File: src/design/b64c_pkg.sv
// Shared types, register indexes and alphabet functions for the Base64 codec stream.
// No dependencies; every design file imports this package.
package b64c_pkg;

  localparam int QUEUE_DEPTH = 2;
  localparam int JOB_BYTES   = 5;
  localparam int JOB_CNT_W   = 3;
  localparam int WRAP_RESET  = 76;

  localparam logic REG_DECODE_MODE  = 1'b0;
  localparam logic REG_WRAP_COLUMNS = 1'b1;

  localparam logic [7:0] PAD_CHAR     = 8'h3D;
  localparam logic [7:0] NEWLINE_CHAR = 8'h0A;

  typedef struct packed {
    logic [7:0] data_byte;
    logic       end_marker;
  } in_item_t;

  typedef struct packed {
    logic [7:0] out_byte;
    logic       last_of_run;
  } out_item_t;

  // One accepted item's worth of output bytes; data[0] goes out first.
  typedef struct packed {
    logic [JOB_BYTES-1:0][7:0] data;
    logic [JOB_CNT_W-1:0]      count;
  } job_t;

  // Sextet to alphabet character.
  function automatic logic [7:0] enc_char(input logic [5:0] s);
    logic [7:0] r;
    if (s < 6'd26) begin
      r = 8'h41 + {2'b00, s};
    end else if (s < 6'd52) begin
      r = 8'h61 + {2'b00, s} - 8'd26;
    end else if (s < 6'd62) begin
      r = 8'h30 + {2'b00, s} - 8'd52;
    end else if (s == 6'd62) begin
      r = 8'h2B;
    end else begin
      r = 8'h2F;
    end
    return r;
  endfunction

  // Character to sextet; bit 6 set means outside the alphabet.
  function automatic logic [6:0] dec_char(input logic [7:0] c);
    logic [6:0] r;
    if (c >= 8'h41 && c <= 8'h5A) begin
      r = 7'(c - 8'h41);
    end else if (c >= 8'h61 && c <= 8'h7A) begin
      r = 7'(c - 8'h61 + 8'd26);
    end else if (c >= 8'h30 && c <= 8'h39) begin
      r = 7'(c - 8'h30 + 8'd52);
    end else if (c == 8'h2B) begin
      r = 7'd62;
    end else if (c == 8'h2F) begin
      r = 7'd63;
    end else begin
      r = 7'd64;
    end
    return r;
  endfunction

endpackage

File: src/design/b64c_front.sv
// Front end: accepts items, holds group and column state, builds at most one job per item.
// Depends on b64c_pkg.
module b64c_front (
  input  logic              clk,
  input  logic              rst_n,
  input  logic              accept,
  input  b64c_pkg::in_item_t item,
  input  logic              cfg_we,
  input  logic              cfg_index,
  input  logic [7:0]        cfg_data,
  output logic              job_valid,
  output b64c_pkg::job_t    job
);
  import b64c_pkg::*;

  logic        decode_mode_r;
  logic [7:0]  wrap_r;
  logic [23:0] group_bits_r, group_bits_nxt;
  logic [1:0]  group_count_r, group_count_nxt;
  logic [7:0]  column_r, column_nxt;

  logic [23:0] merged;
  logic [6:0]  sextet;
  logic [8:0]  col_sum;

  always_comb begin
    group_bits_nxt  = group_bits_r;
    group_count_nxt = group_count_r;
    column_nxt      = column_r;
    job             = '0;
    merged          = group_bits_r;
    sextet          = dec_char(item.data_byte);
    col_sum         = {1'b0, column_r} + 9'd4;

    if (item.end_marker) begin
      if (!decode_mode_r) begin
        if (group_count_r == 2'd1) begin
          job.data[0] = enc_char(group_bits_r[23:18]);
          job.data[1] = enc_char(group_bits_r[17:12]);
          job.data[2] = PAD_CHAR;
          job.data[3] = PAD_CHAR;
          job.data[4] = NEWLINE_CHAR;
          job.count   = 3'd5;
        end else if (group_count_r == 2'd2) begin
          job.data[0] = enc_char(group_bits_r[23:18]);
          job.data[1] = enc_char(group_bits_r[17:12]);
          job.data[2] = enc_char(group_bits_r[11:6]);
          job.data[3] = PAD_CHAR;
          job.data[4] = NEWLINE_CHAR;
          job.count   = 3'd5;
        end else if (column_r != 8'd0) begin
          job.data[0] = NEWLINE_CHAR;
          job.count   = 3'd1;
        end
      end else begin
        job.data[0] = group_bits_r[23:16];
        job.data[1] = group_bits_r[15:8];
        if (group_count_r == 2'd2) begin
          job.count = 3'd1;
        end else if (group_count_r == 2'd3) begin
          job.count = 3'd2;
        end
      end
      group_bits_nxt  = '0;
      group_count_nxt = '0;
      column_nxt      = '0;
    end else if (!decode_mode_r) begin
      case (group_count_r)
        2'd0:    merged = group_bits_r | {item.data_byte, 16'h0};
        2'd1:    merged = group_bits_r | {8'h0, item.data_byte, 8'h0};
        default: merged = group_bits_r | {16'h0, item.data_byte};
      endcase
      if (group_count_r[1]) begin
        // Third byte completes the group: four characters, maybe a newline.
        job.data[0] = enc_char(merged[23:18]);
        job.data[1] = enc_char(merged[17:12]);
        job.data[2] = enc_char(merged[11:6]);
        job.data[3] = enc_char(merged[5:0]);
        if (col_sum >= {1'b0, wrap_r}) begin
          job.data[4] = NEWLINE_CHAR;
          job.count   = 3'd5;
          column_nxt  = '0;
        end else begin
          job.count   = 3'd4;
          column_nxt  = col_sum[7:0];
        end
        group_bits_nxt  = '0;
        group_count_nxt = '0;
      end else begin
        group_bits_nxt  = merged;
        group_count_nxt = group_count_r + 2'd1;
      end
    end else if (!sextet[6]) begin
      case (group_count_r)
        2'd0:    merged = group_bits_r | {sextet[5:0], 18'h0};
        2'd1:    merged = group_bits_r | {6'h0, sextet[5:0], 12'h0};
        2'd2:    merged = group_bits_r | {12'h0, sextet[5:0], 6'h0};
        default: merged = group_bits_r | {18'h0, sextet[5:0]};
      endcase
      group_count_nxt = group_count_r + 2'd1;
      if (group_count_r == 2'd3) begin
        job.data[0]    = merged[23:16];
        job.data[1]    = merged[15:8];
        job.data[2]    = merged[7:0];
        job.count      = 3'd3;
        group_bits_nxt = '0;
      end else begin
        group_bits_nxt = merged;
      end
    end
  end

  assign job_valid = accept && (job.count != '0);

  always_ff @(posedge clk) begin
    if (!rst_n) begin
      decode_mode_r <= 1'b0;
      wrap_r        <= 8'(WRAP_RESET);
      group_bits_r  <= '0;
      group_count_r <= '0;
      column_r      <= '0;
    end else if (cfg_we) begin
      if (cfg_index == REG_DECODE_MODE) begin
        decode_mode_r <= cfg_data[0];
        group_bits_r  <= '0;
        group_count_r <= '0;
        column_r      <= '0;
      end else begin
        wrap_r <= cfg_data;
      end
    end else if (accept) begin
      group_bits_r  <= group_bits_nxt;
      group_count_r <= group_count_nxt;
      column_r      <= column_nxt;
    end
  end

endmodule

File: src/design/b64c_queue.sv
// Small register queue of jobs between the front and back ends.
// Depends on b64c_pkg.
module b64c_queue #(
  parameter int DEPTH = b64c_pkg::QUEUE_DEPTH
) (
  input  logic           clk,
  input  logic           rst_n,
  input  logic           push,
  input  b64c_pkg::job_t push_job,
  input  logic           pop,
  output logic           full,
  output logic           empty,
  output b64c_pkg::job_t head
);
  import b64c_pkg::*;

  localparam int PW = (DEPTH > 1) ? $clog2(DEPTH) : 1;
  localparam int CW = $clog2(DEPTH + 1);

  job_t          entries_r [DEPTH];
  logic [PW-1:0] wr_ptr_r, rd_ptr_r;
  logic [CW-1:0] count_r;

  assign full  = (count_r == CW'(DEPTH));
  assign empty = (count_r == '0);
  assign head  = entries_r[rd_ptr_r];

  always_ff @(posedge clk) begin
    if (push) begin
      entries_r[wr_ptr_r] <= push_job;
    end
  end

  always_ff @(posedge clk) begin
    if (!rst_n) begin
      wr_ptr_r <= '0;
      rd_ptr_r <= '0;
      count_r  <= '0;
    end else begin
      if (push) begin
        wr_ptr_r <= (wr_ptr_r == PW'(DEPTH - 1)) ? '0 : wr_ptr_r + 1'b1;
      end
      if (pop) begin
        rd_ptr_r <= (rd_ptr_r == PW'(DEPTH - 1)) ? '0 : rd_ptr_r + 1'b1;
      end
      if (push && !pop) begin
        count_r <= count_r + 1'b1;
      end else if (pop && !push) begin
        count_r <= count_r - 1'b1;
      end
    end
  end

endmodule

File: src/design/b64c_back.sv
// Back end: walks the head job one byte per cycle into the result register.
// Stalls while the result register holds an unpopped byte. Depends on b64c_pkg.
module b64c_back (
  input  logic                clk,
  input  logic                rst_n,
  input  logic                q_empty,
  input  b64c_pkg::job_t      q_head,
  output logic                q_pop,
  output logic                out_empty,
  input  logic                out_pop,
  output b64c_pkg::out_item_t out_data
);
  import b64c_pkg::*;

  logic [JOB_CNT_W-1:0] idx_r, idx_nxt;
  logic                 out_valid_r;
  out_item_t            out_r, out_nxt;
  logic                 load, last;

  assign load = !q_empty && (!out_valid_r || out_pop);
  assign last = (idx_r == q_head.count - 1'b1);
  assign q_pop = load && last;

  always_comb begin
    out_nxt.out_byte    = q_head.data[idx_r];
    out_nxt.last_of_run = last;
    idx_nxt             = last ? '0 : idx_r + 1'b1;
  end

  assign out_empty = !out_valid_r;
  assign out_data  = out_r;

  always_ff @(posedge clk) begin
    if (load) begin
      out_r <= out_nxt;
    end
  end

  always_ff @(posedge clk) begin
    if (!rst_n) begin
      idx_r       <= '0;
      out_valid_r <= 1'b0;
    end else begin
      if (load) begin
        idx_r       <= idx_nxt;
        out_valid_r <= 1'b1;
      end else if (out_pop) begin
        out_valid_r <= 1'b0;
      end
    end
  end

endmodule

File: src/design/base64_codec_stream.sv
// Base64 codec stream top level: front end, job queue and back end; depends on b64c_pkg.
// Latency: an accepted item's job is registered in the job queue; its first result byte
//   is loaded into the back end's output register once the bytes ahead of it have left.
// Throughput: one item accepted per cycle while the job queue has room; results leave
//   at one byte per cycle from the back end's output register while out_pop is held,
//   and full encode groups give four or five characters per three input bytes.
// Reset (rst_n low, synchronous): encode mode, wrap at 76 columns, all held state cleared.
module base64_codec_stream #(
  parameter int QUEUE_DEPTH = b64c_pkg::QUEUE_DEPTH
) (
  input  logic                clk,
  input  logic                rst_n,
  // input items
  input  logic                in_push,
  output logic                in_full,
  input  b64c_pkg::in_item_t  in_data,
  // result items
  output logic                out_empty,
  input  logic                out_pop,
  output b64c_pkg::out_item_t out_data,
  // configuration writes
  input  logic                cfg_we,
  input  logic                cfg_index,
  input  logic [7:0]          cfg_data
);
  import b64c_pkg::*;

  logic accept;
  logic job_valid;
  job_t job;
  logic q_full, q_empty, q_pop;
  job_t q_head;

  // Hold off new items whenever the queue cannot take a job, even one that
  // would produce nothing; this keeps the accept rule a single flop compare.
  assign in_full = q_full;
  assign accept  = in_push && !q_full;

  // Front: classify the beat, update group and column state, build the job.
  b64c_front u_front (
    .clk       (clk),
    .rst_n     (rst_n),
    .accept    (accept),
    .item      (in_data),
    .cfg_we    (cfg_we),
    .cfg_index (cfg_index),
    .cfg_data  (cfg_data),
    .job_valid (job_valid),
    .job       (job)
  );

  // Queue: decouple the front's bursty jobs from the byte-wide back end.
  b64c_queue #(
    .DEPTH (QUEUE_DEPTH)
  ) u_queue (
    .clk      (clk),
    .rst_n    (rst_n),
    .push     (job_valid),
    .push_job (job),
    .pop      (q_pop),
    .full     (q_full),
    .empty    (q_empty),
    .head     (q_head)
  );

  // Back: drain each job one result beat at a time, flag the last one.
  b64c_back u_back (
    .clk       (clk),
    .rst_n     (rst_n),
    .q_empty   (q_empty),
    .q_head    (q_head),
    .q_pop     (q_pop),
    .out_empty (out_empty),
    .out_pop   (out_pop),
    .out_data  (out_data)
  );

endmodule

File: config.mk
export PLATFORM = sky130hd
export DESIGN_NAME = base64_codec_stream
export DESIGN_NICKNAME = d
export VERILOG_FILES = /design/src/design/b64c_pkg.sv /design/src/design/b64c_front.sv /design/src/design/b64c_queue.sv /design/src/design/b64c_back.sv /design/src/design/base64_codec_stream.sv
export SDC_FILE = /design/constraint.sdc
export NUM_CORES = 1
export LEC_CHECK = 0
export ABC_AREA = 1
export BUFFER_PORTS_ARGS = -buffer_cell sky130_fd_sc_hd__buf_4
export CAP_MARGIN = 15
export CORE_MARGIN = 1
export CORE_UTILIZATION = 58
export CTS_CLUSTER_DIAMETER = 30
export DETAILED_ROUTE_END_ITERATION = 8
export PLACE_DENSITY = 0.87
export SYNTH_ARGS = -nofsm -noshare
export SYNTH_HDL_FRONTEND = slang
export SYNTH_HIERARCHICAL = 1
export SYNTH_SLANG_ARGS = --single-unit
File: constraint.sdc
create_clock -name clk -period 4.8 [get_ports clk]
set_clock_uncertainty 0.05 [all_clocks]
set_input_delay 0.96 -clock clk [delete_from_list [all_inputs] [get_ports clk]]
set_output_delay 0.96 -clock clk [all_outputs]
set_load 0.1 [all_outputs]
==> flow_summary.toml <==
[status]
status = "finished, final reports clean"

[sta]
tightestPinTransition_ns = 0.987
fin_crit_sh = 0.776
grt_setup_unrepaired = "no"
setup_viol = 0
slew_headroom = 0.341
fin_hold_ws_ns = 0.434
hold_viol = 0
tns_ns = 0
finalCriticalPeriod_ns = 3.72
drv_slew = 0
fmax_mhz = 268

[synth]
synth_seq_cells = 145
synth-async-reset-ratio = 0
yosysWarningCount = 6
yosysUniqueCellTypes = 65
netlist_area_um2 = 11200
avgSynthCellArea_um2 = 7.87
synth_edf_count = 95
synthFlopType = "edfxtp_1"
synth_cells = 1429
ys_seq_area_frac = 0.343

[clocking]
ctsResizeCount = 0
post_cts_buffers = 0
clock-root-buffer = "clkbuf_16"
cts_buffers = 17
clk_latency_ns = 0.43
max-clock-path-buffers = 2
numClockSinks = 145
cts_tree = "yes"
htreeDepth = 4
ctsHoldBuffers = 0
clk_pin_slew_ns = 0.07

[critical_path]
worst_path_max_delay_cell = "o22ai_1"
worstReg2RegEnd = "u_queue/entries_r[0][31]"
crit_fanout = 11
critPathMaxStageDelay_ns = 0.67
rrSetupSlack_ns = 1.08
startpoint_type = "flip-flop"
path_buf_inv = 4
worst_setup_path_end_kind = "flip-flop"
cp_cell_sequence = "inv_2 -> ha_1 -> buf_4 -> inv_4 -> nand2_2 -> o22ai_1 -> inv_2 -> ha_1 -> nor2_4 -> nand3_1 -> o21ai_0 -> nand2_1 -> o21ai_0 -> o21ai_1"
cp.arrival_ns = 3.83
cp_top_family = "compound AO/OA/AOI/OAI gates"
required_ns = 4.91
rr_startpoint = "u_front/group_count_r[1]"
crit_type = "reg2reg"
r2r_cells = 14

[floorplanning]
start_util = 0.597
fp.dieH_um = 141
pin_count = 34
die_w_um = 141
die-area_um2 = 19900
core_area_um2 = 18800
rows = 50

[worst_hold_path]
whs_endpoint = "u_front/group_bits_r[5]"
holdPathStages = 2
hp-class = "reg2reg"
hp-start = "u_front/group_bits_r[5]"

[power]
powerDensity_nw_per_um2 = 277
vdd_drop_max_uv = 249
p_leak_nw = 5.14

[placed_design]
portBuffers = 33
hpwl_um = 22400
postPlaceCellArea_um2 = 11500
gp_congestion = 0.964

[routing]
first_iter_violations = 1228
first_pass_iters = 6
drc = 0
wl_per_cell_um = 17.8
vias_per_cell = 5.98
routed_wl_um = 30500
num_vias = 10230
detail-route-antenna-nets = 0

[layout]
final_cell_mix = "nand2_1, inv_1, nand3_1, nor2_1, edfxtp_1"
multiInputGateArea_um2 = 6280
final_common_cell = "nand2_1"
final_nets = 1521
areaGrowthSynthToFinish_pct = 7.51
finish.instance_area_um2 = 12100
ff_latch_area_um2 = 3860
antenna-diode-count = 0
drive_gt1_frac = 0.150
fill_cells = 1566

[grt]
grt_pass1_vias = 9313
gr-usage-all-layers = 0.315
grt.overflow.total = 0
grt_max_degree = 44
grt_first_pass_wirelength_um = 48200
antenna_found_initial = 0

[job]
cap_violations = 0
[sequential cells by signal (all words and copies together) (netlist names), 2 cells and up, named ones only]
signal	count
u_front/wrap_r	8
u_back/out_data	9
u_front/group_count_r	2
u_front/column_r	6
u_queue/count_r	2
u_back/idx_r	3
u_front/group_bits_r	24
u_queue/entries_r	86
[how the worst max path moves through the flow]
| stage | from | end | slack (ns) | cells after the start |
|---|---|---|---|---|
| final | u_front/group_count_r[1] | u_queue/entries_r[0][31] | 1.08 | 14 |
| after global routing | in_data[1] | u_queue/entries_r[1][24] | 0.96 | 16 |
| after CTS | in_data[1] | u_queue/entries_r[1][20] | 1.21 | 16 |
| after detailed placement | in_data[1] | u_queue/entries_r[1][10] | 0.80 | 16 |
| after global placement | in_data[1] | u_queue/entries_r[1][8] | 0.85 | 16 |
| after floorplan | in_data[4] | u_queue/entries_r[0][0] | 0.59 | 15 |
[metrics by stage]
stage                     cells  utilization  setup slack, ns  power [mW]
after floorplan            1434            -            0.587        1.93
after detailed placement   1679        0.611            0.803        2.07
after global placement     1679        0.611            0.854        2.05
after global routing       1711        0.642            0.959        3.48
after CTS                  1711        0.642             1.21        3.36
final                      1711        0.642             1.08        3.35
[area by class of cell]
cell class	instances	share of cell area
tap	260	0.0269
clock inverter	14	0.0119
sequential	145	0.319
clock buffer	18	0.0355
inverter	188	0.0601
multi-input combinational	1044	0.519
timing repair buffer	42	0.0271
[power by group]
part | total (mW) | leakage, nW | internal, mW | switching, mW
Combinational | 0.648 | 3.60 | 0.196 | 0.452
Sequential | 1.41 | 1.26 | 1.37 | 0.0433
Clock | 1.29 | 0.276 | 0.731 | 0.560
Total | 3.35 | 5.14 | 2.30 | 1.06
[Yosys cell counts, drive strengths merged (3+ instances only)]
cell type	n	area (um^2)
a21oi	87	495
nand2	333	1330
edfxtp	95	2850
o311ai	3	26.3
buf	37	334
nand4	15	109
o31ai	3	27.5
o211ai	25	188
or2	4	25.0
o21ai	95	551
nand3	162	876
dfxtp	50	1000
xor2	29	254
xnor2	7	61.3
mux2	43	634
o221ai	5	43.8
nor2	115	518
o22ai	8	50.1
nor3	15	80.1
a31oi	7	43.8
clkbuf	20	76.3
ha	60	751
inv	186	718
a211oi	3	22.5
[per-layer routing]
layer  GRT usage  vias to the layer above  part of all wire
met1       0.392                     4701              0.40
met5           0                        -                 0
met2       0.507                      593              0.46
met4       0.196                        0             0.059
met3      0.0564                      122             0.087
li1            -                     4814                 -
[cell families (layout without fill, tap and decap cells)]
group,count (synthesis),in the layout,share of synthesized area
other,1,6,0.000334
AO/OA/AOI/OAI,249,249,0.139
XOR/XNOR,36,36,0.0281
adder cells (fa/ha/maj),60,60,0.0668
AND/OR/NAND/NOR,650,650,0.266
multiplexers,43,43,0.0564
flip-flops,145,145,0.343
buffers and inverters,245,262,0.101
[worst min-delay path, stage by stage, from the launching register on]
cell,delay (ns)
dfxtp_1,0.32
nand2_1,0.06
a21oi_1,0.06
No activity file was read; power rests on OpenSTA's default activity.
